==> src/design/apct_pkg.sv <==
`timescale 1ns / 1ps
// ----------------------------------------------------------------------------
// apct_pkg
// Shared types and codes for the AABB pair contact tracker: controller
// states, contact event codes and the command/status bundles that join the
// controller to the datapath.
// ----------------------------------------------------------------------------
package apct_pkg;

    localparam int EVENT_W   = 3;
    localparam int CFG_DW    = 64;
    localparam int CFG_AW    = 4;

    // Register map: layer_enable at byte address 0
    localparam logic [CFG_AW-1:0] ADDR_LAYER_ENABLE = 4'h0;

    typedef enum logic [EVENT_W-1:0] {
        EV_NONE    = 3'd0,
        EV_BEGIN   = 3'd1,
        EV_STAY    = 3'd2,
        EV_RELEASE = 3'd3,
        EV_END     = 3'd4
    } event_t;

    typedef enum logic [1:0] {
        ST_IDLE,
        ST_CHECK,
        ST_SCAN
    } state_t;

    typedef struct packed {
        logic load;        // capture the request
        logic scan_start;  // read slot 0
        logic scan_step;   // read the next slot
        logic write_hit;   // update the matched slot and report
        logic write_new;   // insert at the fill point and report
        logic emit_full;   // report table full
        logic emit_none;   // report disabled pair
    } cmd_t;

    typedef struct packed {
        logic layer_ok;    // layer pair in range and enabled
        logic fill_zero;   // no slot in use
        logic key_match;   // slot under compare holds the key
        logic scan_last;   // slot under compare is the last one in use
        logic full;        // every slot in use
    } status_t;

endpackage

==> src/design/apct_ctrl.sv <==
`timescale 1ns / 1ps
// ----------------------------------------------------------------------------
// apct_ctrl
// Sequencer for the tracker: accepts a request, checks the layer pair,
// walks the slots in use one per cycle and picks the commit action.
// ----------------------------------------------------------------------------
module apct_ctrl (
    input  logic             clk,
    input  logic             rst_n,
    input  logic             start,
    input  apct_pkg::status_t status,
    output apct_pkg::cmd_t    cmd,
    output logic             busy
);
    import apct_pkg::*;

    state_t state_reg;
    state_t state_next;

    always_ff @(posedge clk or negedge rst_n)
    begin
        if (!rst_n)
        begin
            state_reg <= ST_IDLE;
        end
        else
        begin
            state_reg <= state_next;
        end
    end

    always_comb
    begin
        state_next = state_reg;
        cmd        = '0;
        busy       = 1'b1;
        unique case (state_reg)
            ST_IDLE:
            begin
                busy = 1'b0;
                if (start)
                begin
                    cmd.load   = 1'b1;
                    state_next = ST_CHECK;
                end
            end
            ST_CHECK:
            begin
                priority if (!status.layer_ok)
                begin
                    cmd.emit_none = 1'b1;
                    state_next    = ST_IDLE;
                end
                else if (status.fill_zero)
                begin
                    cmd.write_new = 1'b1;
                    state_next    = ST_IDLE;
                end
                else
                begin
                    cmd.scan_start = 1'b1;
                    state_next     = ST_SCAN;
                end
            end
            ST_SCAN:
            begin
                priority if (status.key_match)
                begin
                    cmd.write_hit = 1'b1;
                    state_next    = ST_IDLE;
                end
                else if (status.scan_last)
                begin
                    // key not stored: insert or give up
                    if (status.full)
                    begin
                        cmd.emit_full = 1'b1;
                    end
                    else
                    begin
                        cmd.write_new = 1'b1;
                    end
                    state_next = ST_IDLE;
                end
                else
                begin
                    cmd.scan_step = 1'b1;
                end
            end
            default:
            begin
                state_next = ST_IDLE;
            end
        endcase
    end

endmodule

==> src/design/apct_datapath.sv <==
`timescale 1ns / 1ps
// ----------------------------------------------------------------------------
// apct_datapath
// Request registers, layer matrix, overlap test, pair slot memory with fill
// count, contact event logic and the result registers.
// ----------------------------------------------------------------------------
module apct_datapath #(
    parameter int LAYER_COUNT = 8,
    parameter int PAIR_SLOTS  = 64,
    parameter int ID_BITS     = 16
) (
    input  logic                      clk,
    input  logic                      rst_n,
    input  apct_pkg::cmd_t            cmd,
    output apct_pkg::status_t         status,
    input  logic                      cfg_wr,
    input  logic [apct_pkg::CFG_DW-1:0] cfg_wdata,
    output logic [apct_pkg::CFG_DW-1:0] layer_enable,
    input  logic [2:0]                left_layer,
    input  logic [2:0]                right_layer,
    input  logic [31:0]               pair_key,
    input  logic signed [15:0]        left_x,
    input  logic signed [15:0]        left_y,
    input  logic [15:0]               left_w,
    input  logic [15:0]               left_h,
    input  logic signed [15:0]        right_x,
    input  logic signed [15:0]        right_y,
    input  logic [15:0]               right_w,
    input  logic [15:0]               right_h,
    input  logic                      any_dead,
    output logic                      done,
    output logic [apct_pkg::EVENT_W-1:0] event_res,
    output logic                      table_full
);
    import apct_pkg::*;

    localparam int KEY_HALF = (ID_BITS >= 16) ? 16 : ID_BITS;
    localparam int KEY_W    = 2 * KEY_HALF;
    localparam int IDX_W    = (PAIR_SLOTS > 1) ? $clog2(PAIR_SLOTS) : 1;
    localparam int FILL_W   = $clog2(PAIR_SLOTS + 1);

    // ---------------- configuration ----------------
    logic [CFG_DW-1:0] layer_enable_reg;

    always_ff @(posedge clk or negedge rst_n)
    begin
        if (!rst_n)
        begin
            layer_enable_reg <= '0;
        end
        else if (cfg_wr)
        begin
            layer_enable_reg <= cfg_wdata;
        end
    end

    assign layer_enable = layer_enable_reg;

    // ---------------- request registers ----------------
    logic [2:0]        la_reg;
    logic [2:0]        lb_reg;
    logic [KEY_W-1:0]  key_reg;
    logic signed [15:0] lx_reg, ly_reg, rx_reg, ry_reg;
    logic [15:0]       lw_reg, lh_reg, rw_reg, rh_reg;
    logic              dead_reg;

    always_ff @(posedge clk)
    begin
        if (cmd.load)
        begin
            la_reg   <= left_layer;
            lb_reg   <= right_layer;
            key_reg  <= {pair_key[16 +: KEY_HALF], pair_key[0 +: KEY_HALF]};
            lx_reg   <= left_x;
            ly_reg   <= left_y;
            lw_reg   <= left_w;
            lh_reg   <= left_h;
            rx_reg   <= right_x;
            ry_reg   <= right_y;
            rw_reg   <= right_w;
            rh_reg   <= right_h;
            dead_reg <= any_dead;
        end
    end

    // ---------------- layer matrix ----------------
    logic [2:0] row;
    logic [2:0] col;
    logic       layer_ok;

    always_comb
    begin
        if (la_reg <= lb_reg)
        begin
            row = la_reg;
            col = lb_reg;
        end
        else
        begin
            row = lb_reg;
            col = la_reg;
        end
        layer_ok = ({1'b0, la_reg} < 4'(LAYER_COUNT))
                && ({1'b0, lb_reg} < 4'(LAYER_COUNT))
                && layer_enable_reg[{row, col}];
    end

    // ---------------- overlap test: 2|d| < s1 + s2 per axis ----------------
    logic signed [16:0] dx, dy;
    logic [16:0]        adx, ady;
    logic [16:0]        sum_w, sum_h;
    logic               hit;

    always_comb
    begin
        dx    = 17'(lx_reg) - 17'(rx_reg);
        dy    = 17'(ly_reg) - 17'(ry_reg);
        adx   = dx[16] ? 17'(-dx) : 17'(dx);
        ady   = dy[16] ? 17'(-dy) : 17'(dy);
        sum_w = 17'(lw_reg) + 17'(rw_reg);
        sum_h = 17'(lh_reg) + 17'(rh_reg);
        hit   = ({adx, 1'b0} < {1'b0, sum_w}) && ({ady, 1'b0} < {1'b0, sum_h});
    end

    // ---------------- pair slot memory ----------------
    // Slots fill from the bottom and are never freed, so a slot is in use
    // exactly when its index is below the fill count.
    logic [KEY_W:0]    slot_mem [PAIR_SLOTS];
    logic [KEY_W:0]    rdata_reg;
    logic [IDX_W-1:0]  rd_addr;
    logic [IDX_W-1:0]  slot_idx_reg;
    logic [IDX_W-1:0]  slot_idx_next;
    logic [FILL_W-1:0] fill_reg;
    logic [FILL_W-1:0] fill_next;
    logic              wr_en;
    logic [IDX_W-1:0]  wr_addr;
    logic [KEY_W:0]    wr_data;
    logic              contact_old;
    logic              contact_new;
    event_t            ev;

    always_comb
    begin
        slot_idx_next = slot_idx_reg;
        rd_addr       = slot_idx_reg;
        if (cmd.scan_start)
        begin
            slot_idx_next = '0;
            rd_addr       = '0;
        end
        else if (cmd.scan_step)
        begin
            slot_idx_next = slot_idx_reg + IDX_W'(1);
            rd_addr       = slot_idx_reg + IDX_W'(1);
        end
    end

    always_ff @(posedge clk)
    begin
        if (cmd.scan_start || cmd.scan_step)
        begin
            rdata_reg <= slot_mem[rd_addr];
        end
        if (wr_en)
        begin
            slot_mem[wr_addr] <= wr_data;
        end
    end

    always_ff @(posedge clk or negedge rst_n)
    begin
        if (!rst_n)
        begin
            slot_idx_reg <= '0;
            fill_reg     <= '0;
        end
        else
        begin
            slot_idx_reg <= slot_idx_next;
            fill_reg     <= fill_next;
        end
    end

    // ---------------- contact event ----------------
    always_comb
    begin
        contact_old = cmd.write_hit ? rdata_reg[KEY_W] : 1'b0;
        contact_new = contact_old;
        ev          = EV_NONE;
        if (hit)
        begin
            priority if (!contact_old)
            begin
                ev          = EV_BEGIN;
                contact_new = 1'b1;
            end
            else if (dead_reg)
            begin
                ev          = EV_RELEASE;
                contact_new = 1'b0;
            end
            else
            begin
                ev = EV_STAY;
            end
        end
        else if (contact_old)
        begin
            ev          = EV_END;
            contact_new = 1'b0;
        end

        wr_en     = cmd.write_hit || cmd.write_new;
        wr_addr   = cmd.write_hit ? slot_idx_reg : fill_reg[IDX_W-1:0];
        wr_data   = {contact_new, key_reg};
        fill_next = cmd.write_new ? fill_reg + FILL_W'(1) : fill_reg;
    end

    // ---------------- status ----------------
    always_comb
    begin
        status.layer_ok  = layer_ok;
        status.fill_zero = (fill_reg == '0);
        status.key_match = (rdata_reg[KEY_W-1:0] == key_reg);
        status.scan_last = ((FILL_W'(slot_idx_reg) + FILL_W'(1)) == fill_reg);
        status.full      = (fill_reg == FILL_W'(PAIR_SLOTS));
    end

    // ---------------- result registers ----------------
    logic              done_reg;
    logic [EVENT_W-1:0] event_res_reg;
    logic              table_full_reg;

    always_ff @(posedge clk or negedge rst_n)
    begin
        if (!rst_n)
        begin
            done_reg <= 1'b0;
        end
        else
        begin
            done_reg <= cmd.write_hit || cmd.write_new || cmd.emit_full
                     || cmd.emit_none;
        end
    end

    always_ff @(posedge clk)
    begin
        if (cmd.write_hit || cmd.write_new)
        begin
            event_res_reg  <= ev;
            table_full_reg <= 1'b0;
        end
        else if (cmd.emit_full || cmd.emit_none)
        begin
            event_res_reg  <= EV_NONE;
            table_full_reg <= cmd.emit_full;
        end
    end

    assign done       = done_reg;
    assign event_res  = event_res_reg;
    assign table_full = table_full_reg;

endmodule

==> src/design/aabb_pair_contact_tracker.sv <==
`timescale 1ns / 1ps
// ----------------------------------------------------------------------------
// aabb_pair_contact_tracker
// Axis-aligned box overlap test on one collider pair, tracked per pair key
// into begin / stay / release / end contact events.
// ----------------------------------------------------------------------------
// A request is taken when start is high and busy is low. Its result appears
// on event_res and table_full for exactly one cycle with done high; there is
// no back-pressure, so the receiver must take it in that cycle. busy is high
// through a check state after the request; it drops after that state when
// the layer pair is disabled or the pair table is empty, and otherwise stays
// high through the key search as well, which walks the slots one slot per
// cycle through the single read port of the slot memory, at most the number
// of slots in use and PAIR_SLOTS at most. done is high in the first cycle
// that busy is low again, and a new request may be taken in that same
// cycle. Slots are never freed; a new key takes the slot at the fill count,
// so no clearing pass is needed after reset. layer_enable sits at byte address
// 0 of the 64-bit register port and may only be written while busy is low.
// ----------------------------------------------------------------------------
module aabb_pair_contact_tracker #(
    parameter int LAYER_COUNT = 8,
    parameter int PAIR_SLOTS  = 64,
    parameter int ID_BITS     = 16
) (
    input  logic                         clk,
    input  logic                         rst_n,
    // register port
    input  logic                         psel,
    input  logic                         penable,
    input  logic                         pwrite,
    input  logic [apct_pkg::CFG_AW-1:0]  paddr,
    input  logic [apct_pkg::CFG_DW-1:0]  pwdata,
    output logic [apct_pkg::CFG_DW-1:0]  prdata,
    output logic                         pready,
    // request
    input  logic                         start,
    output logic                         busy,
    input  logic [2:0]                   left_layer,
    input  logic [2:0]                   right_layer,
    input  logic [31:0]                  pair_key,
    input  logic signed [15:0]           left_x,
    input  logic signed [15:0]           left_y,
    input  logic [15:0]                  left_w,
    input  logic [15:0]                  left_h,
    input  logic signed [15:0]           right_x,
    input  logic signed [15:0]           right_y,
    input  logic [15:0]                  right_w,
    input  logic [15:0]                  right_h,
    input  logic                         any_dead,
    // result
    output logic                         done,
    output logic [apct_pkg::EVENT_W-1:0] event_res,
    output logic                         table_full
);
    import apct_pkg::*;

    cmd_t              cmd;
    status_t           status;
    logic              cfg_wr;
    logic [CFG_DW-1:0] layer_enable;

    assign pready = 1'b1;
    assign cfg_wr = psel && penable && pwrite && (paddr == ADDR_LAYER_ENABLE);
    assign prdata = (paddr == ADDR_LAYER_ENABLE) ? layer_enable : '0;

    apct_ctrl u_ctrl (
        .clk    (clk),
        .rst_n  (rst_n),
        .start  (start),
        .status (status),
        .cmd    (cmd),
        .busy   (busy)
    );

    apct_datapath #(
        .LAYER_COUNT (LAYER_COUNT),
        .PAIR_SLOTS  (PAIR_SLOTS),
        .ID_BITS     (ID_BITS)
    ) u_datapath (
        .clk          (clk),
        .rst_n        (rst_n),
        .cmd          (cmd),
        .status       (status),
        .cfg_wr       (cfg_wr),
        .cfg_wdata    (pwdata),
        .layer_enable (layer_enable),
        .left_layer   (left_layer),
        .right_layer  (right_layer),
        .pair_key     (pair_key),
        .left_x       (left_x),
        .left_y       (left_y),
        .left_w       (left_w),
        .left_h       (left_h),
        .right_x      (right_x),
        .right_y      (right_y),
        .right_w      (right_w),
        .right_h      (right_h),
        .any_dead     (any_dead),
        .done         (done),
        .event_res    (event_res),
        .table_full   (table_full)
    );

endmodule
==> config.mk <==
export PLATFORM = sky130hd
export DESIGN_NAME = aabb_pair_contact_tracker
export DESIGN_NICKNAME = d
export VERILOG_FILES = /design/src/design/apct_pkg.sv /design/src/design/apct_ctrl.sv /design/src/design/apct_datapath.sv /design/src/design/aabb_pair_contact_tracker.sv
export SDC_FILE = /design/constraint.sdc
export NUM_CORES = 2
export LEC_CHECK = 0
export ABC_AREA = 0
export BUFFER_PORTS_ARGS = -buffer_cell sky130_fd_sc_hd__buf_2
export CAP_MARGIN = 20
export CORE_ASPECT_RATIO = 0.75
export CORE_MARGIN = 2
export CORE_UTILIZATION = 37
export DETAILED_ROUTE_END_ITERATION = 16
export HOLD_SLACK_MARGIN = 0.12
export PLACE_DENSITY = 0.54
export REMOVE_ABC_BUFFERS = 1
export SKIP_LAST_GASP = 1
export SLEW_MARGIN = 25
export SYNTH_ARGS = -nofsm -noshare
export SYNTH_HDL_FRONTEND = slang
export SYNTH_SLANG_ARGS = --single-unit
==> constraint.sdc <==
create_clock -name clk -period 10.9 [get_ports clk]
set_clock_uncertainty 0.2 [all_clocks]
set_input_delay 1.635 -clock clk [delete_from_list [all_inputs] [get_ports clk]]
set_output_delay 1.635 -clock clk [all_outputs]
set_load 0.01 [all_outputs]
==> results by group <==
Synthesis
  • Simple-gate share of the synthesized area: 6.79%
  • Post-synth top area cell: edfxtp_1
  • Syn Inst Count: 6387
  • Post-synthesis register bit count: 2396
  • Share of the synthesized area in the top cell type: 72.0%
  • Distinct cells, synth: 96
  • Post-synthesis sequential area ratio: 74.1%
  • Largest family of logic cells by synthesized area: compound AO/OA/AOI/OAI gates
  • Mean post-synth cell area: 15.1 sq um
  • Post-synthesis mux area share: 4.74%
  • Adder-Cell Fraction of Synth Area: 1.47%
  • Post-synth top flop: edfxtp_1
  • Fraction of registers with async set/reset: 3.34%
  • Largest cells by area after synthesis: edfxtp_1 (72%), mux2i_1 (3.5%), nand2_1 (2.5%), dfrtp_1 (2.1%), o21ai_0 (1.9%)
  • Fraction of synthesized cell area in xor and xnor cells: 1.11%
  • Synthesis Warnings: 0
  • Post-synth EDFFs: 2315
  • Mapped Area: 96500 sq um
  • Synth Area in Compound Gates: 9.62%

Place
  • Dpl ws: 3.12 ns
  • Port Buf Inserts: 310
  • Post-DP HPWL: 183000 microns
  • Placed instance count: 9988
  • GP Congestion: 0.883

Floorplanning
  • IO Pins: 312
  • Row Count: 162
  • Die H: 446 microns
  • Die area: 265000 sq um
  • Core region area: 260000 sq um
  • Die width: 594 microns
  • Initial cell density of the core: 37.2%

Routing
  • Vias: 60349
  • Vias per std cell: 5.79
  • DR WL/cell: 30.5 microns
  • WL final: 318000 microns
  • # DRC: 0
  • Drt first pass iters: 6
  • Antenna viol nets, final: 0
  • Iter 0 DRT Violations: 8557

Timing
  • # setup viols final: 0
  • Final min period: 8.23 ns
  • Max Clock Freq: 121 MHz
  • Hold WS: 0.269 ns
  • RSZ-0062 raised after global routing: no
  • Slew @ Worst Pin: 1.20 ns
  • Final Hold Fails: 0
  • Final period utilization: 75.5%
  • Rel. slew slack: 19.2%
  • Slew Limit Fails: 0
  • Worst setup margin: 2.67 ns

GRT
  • Initial antenna violation count: 34
  • Number of global-route vias before repair: 57407
  • GR peak layer: met1
  • Tot GR Track Use: 23.4%
  • Grt total ovfl: 0
  • GR Layer Usage met3: 9.40%
  • First-pass GRT wire length: 441000 microns
  • Largest net degree at the start of global routing: 116
  • GR Util met2: 32.6%
  • Routing usage on met1: 33.6%

Outcome
  • Status: completed

Setup path
  • CP dominant cell by count: buf_4
  • WP data required: 11.31 ns
  • Crit Path Max Fanout: 65
  • CP Class: flip-flop to flip-flop
  • R2R cell count: 15
  • Crit path max-delay cell type: nor4_1
  • Critical path cell sequence: buf_4 > xor2_1 > nor4_1 > nand2_1 > o31ai_2 > nand2b_1 > xor2_4 > buf_4 > buf_4 > buf_4 > a21oi_1 > a21oi_1 > o21ai_0 > a211oi_1 > nor4_1
  • Max incr delay on CP: 0.98 ns
  • Crit start category: flip-flop
  • CP endpoint kind: flip-flop
  • CP arrival: 8.64 ns

Clock tree
  • Num CTS Buffers: 231
  • Post-CTS Repair Setup Buffers: 0
  • Cts hold-fix bufs: 0
  • CTS tree: done
  • Reg clk slew, reported paths: 0.07 ns
  • Clock sink count: 2396
  • Clock root buffer: clkbuf_16
  • Max clock buf depth: 4
  • Worst-Skew Late Latency: 0.91 ns
  • CTS H-tree lvls: 4
  • Cts repair resizes: 0

Min path
  • Hold Path Cell Cnt: 2
  • Hold/Removal Path Class: flip-flop to flip-flop

Flow run
  • Max Cap Violations: 0

Layout
  • Filler Cell Count: 23283
  • Final std cells w/o fill: 10421
  • Fin nets: 7130
  • Share of cells above drive strength 1: 15.3%
  • Max reg flops: 2112
  • Syn-to-layout area delta: 14.4%
  • Multi-input gate area: 23600 sq um
  • FF/Latch Area: 71500 sq um

Power
  • Pwr/cell area: 240 nW/um^2
  • VDD IR max: 0.268 mV
  • P_leak: 36.3 nW
[metal layers]
layer / vias up / routed length, microns / part of all wire, %
met1: 31123 / 136000 / 43
met4: 16 / 7390 / 2.3
met3: 426 / 42300 / 13
met2: 3119 / 132000 / 41
li1: 25665 / - / -
met5: - / 301 / 0.095
[per-stage QoR]
stage / power [W] / cell area [sq um] / utilization [%] / TNS, ns
finish: 0.0265 / 110000 / 42.5 / 0
global route: 0.0275 / 110000 / 42.5 / 0
CTS: 0.0265 / 110000 / 42.5 / 0
detailed placement: 0.0187 / 103000 / 39.7 / 0
global placement: 0.0186 / 103000 / 39.7 / 0
floorplan: 0.0171 / 94800 / - / -1271.03
[cell type report]
type                       instances  area share, %
antenna                           16         0.0363
clock buffer                     293           5.50
clock inverter                   123          0.987
inverter                          91          0.312
multi-input combinational       3530           21.4
sequential                      2396           64.8
tap                             3444           3.90
timing repair buffer             528           3.06
[final timing paths]
path	from	to	slack, ns
max	u_datapath.key_reg[31]$_DFFE_PP_	u_datapath.rdata_reg[16]$_DFFE_PP_	2.67
min	u_datapath.table_full$_SDFFE_PP0P_	u_datapath.table_full$_SDFFE_PP0P_	0.27
max reg2reg	u_datapath.key_reg[31]$_DFFE_PP_	u_datapath.rdata_reg[16]$_DFFE_PP_	2.67
min reg2reg	u_datapath.table_full$_SDFFE_PP0P_	u_datapath.table_full$_SDFFE_PP0P_	0.27
max in group asynchronous	rst_n	u_datapath.layer_enable[48]$_DFFE_PN0P_	8.92
min in group asynchronous	rst_n	u_datapath.layer_enable[25]$_DFFE_PN0P_	0.50
[worst max-delay path: cells and delay by family (launching register included)]
family	cells	cell delay, ns
flip-flops	1	0.33
XOR/XNOR	2	0.60
AO/OA/AOI/OAI	5	2.19
AND/OR/NAND/NOR	4	2.19
buffers and inverters	4	2.26
[synth_stat cells, drive strengths merged, types with 17 or more instances]
master / instances
a211o: 19
a211oi: 37
a21o: 17
a21oi: 280
a221o: 23
a221oi: 179
a311oi: 27
a31oi: 107
and2: 80
and3: 19
buf: 198
clkbuf: 172
dfrtp: 80
edfxtp: 2315
ha: 107
inv: 91
mux2: 67
mux2i: 341
mux4: 18
nand2: 641
nand3: 155
nand4: 17
nor2: 326
nor2b: 19
nor3: 45
nor4: 81
o211ai: 44
o21a: 25
o21ai: 399
o221ai: 39
o22ai: 105
xnor2: 55
xor2: 66
[cells in the final DEF, fill, tap and decap left out, drive strengths merged, types with 81 or more instances in the layout]
master / n
nor2: 326
a31oi: 107
o21ai: 399
buf: 528
inv: 96
clkbuf: 293
nor4: 81
ha: 107
a221oi: 179
clkinv: 93
a21oi: 280
nand2: 641
mux2i: 341
edfxtp: 2315
o22ai: 105
nand3: 155
[logic make-up (layout without fill, tap and decap cells)]
logic type / after synthesis / in the layout
XOR/XNOR: 121 / 121
adder cells (fa/ha/maj): 111 / 111
buffers and inverters: 461 / 1035
flip-flops: 2396 / 2396
AO/OA/AOI/OAI: 1419 / 1419
multiplexers: 426 / 426
AND/OR/NAND/NOR: 1452 / 1452
other: 1 / 17
[report_power, final]
| group | leakage (nW) | internal (W) | switching (W) |
|---|---|---|---|
| logic | 10.9 | 0.00209 | 0.00523 |
| registers | 22.0 | 0.0111 | 0.000253 |
| clock network | 3.50 | 0.00435 | 0.00350 |
Note: power is estimated with default switching activity, not from simulation.
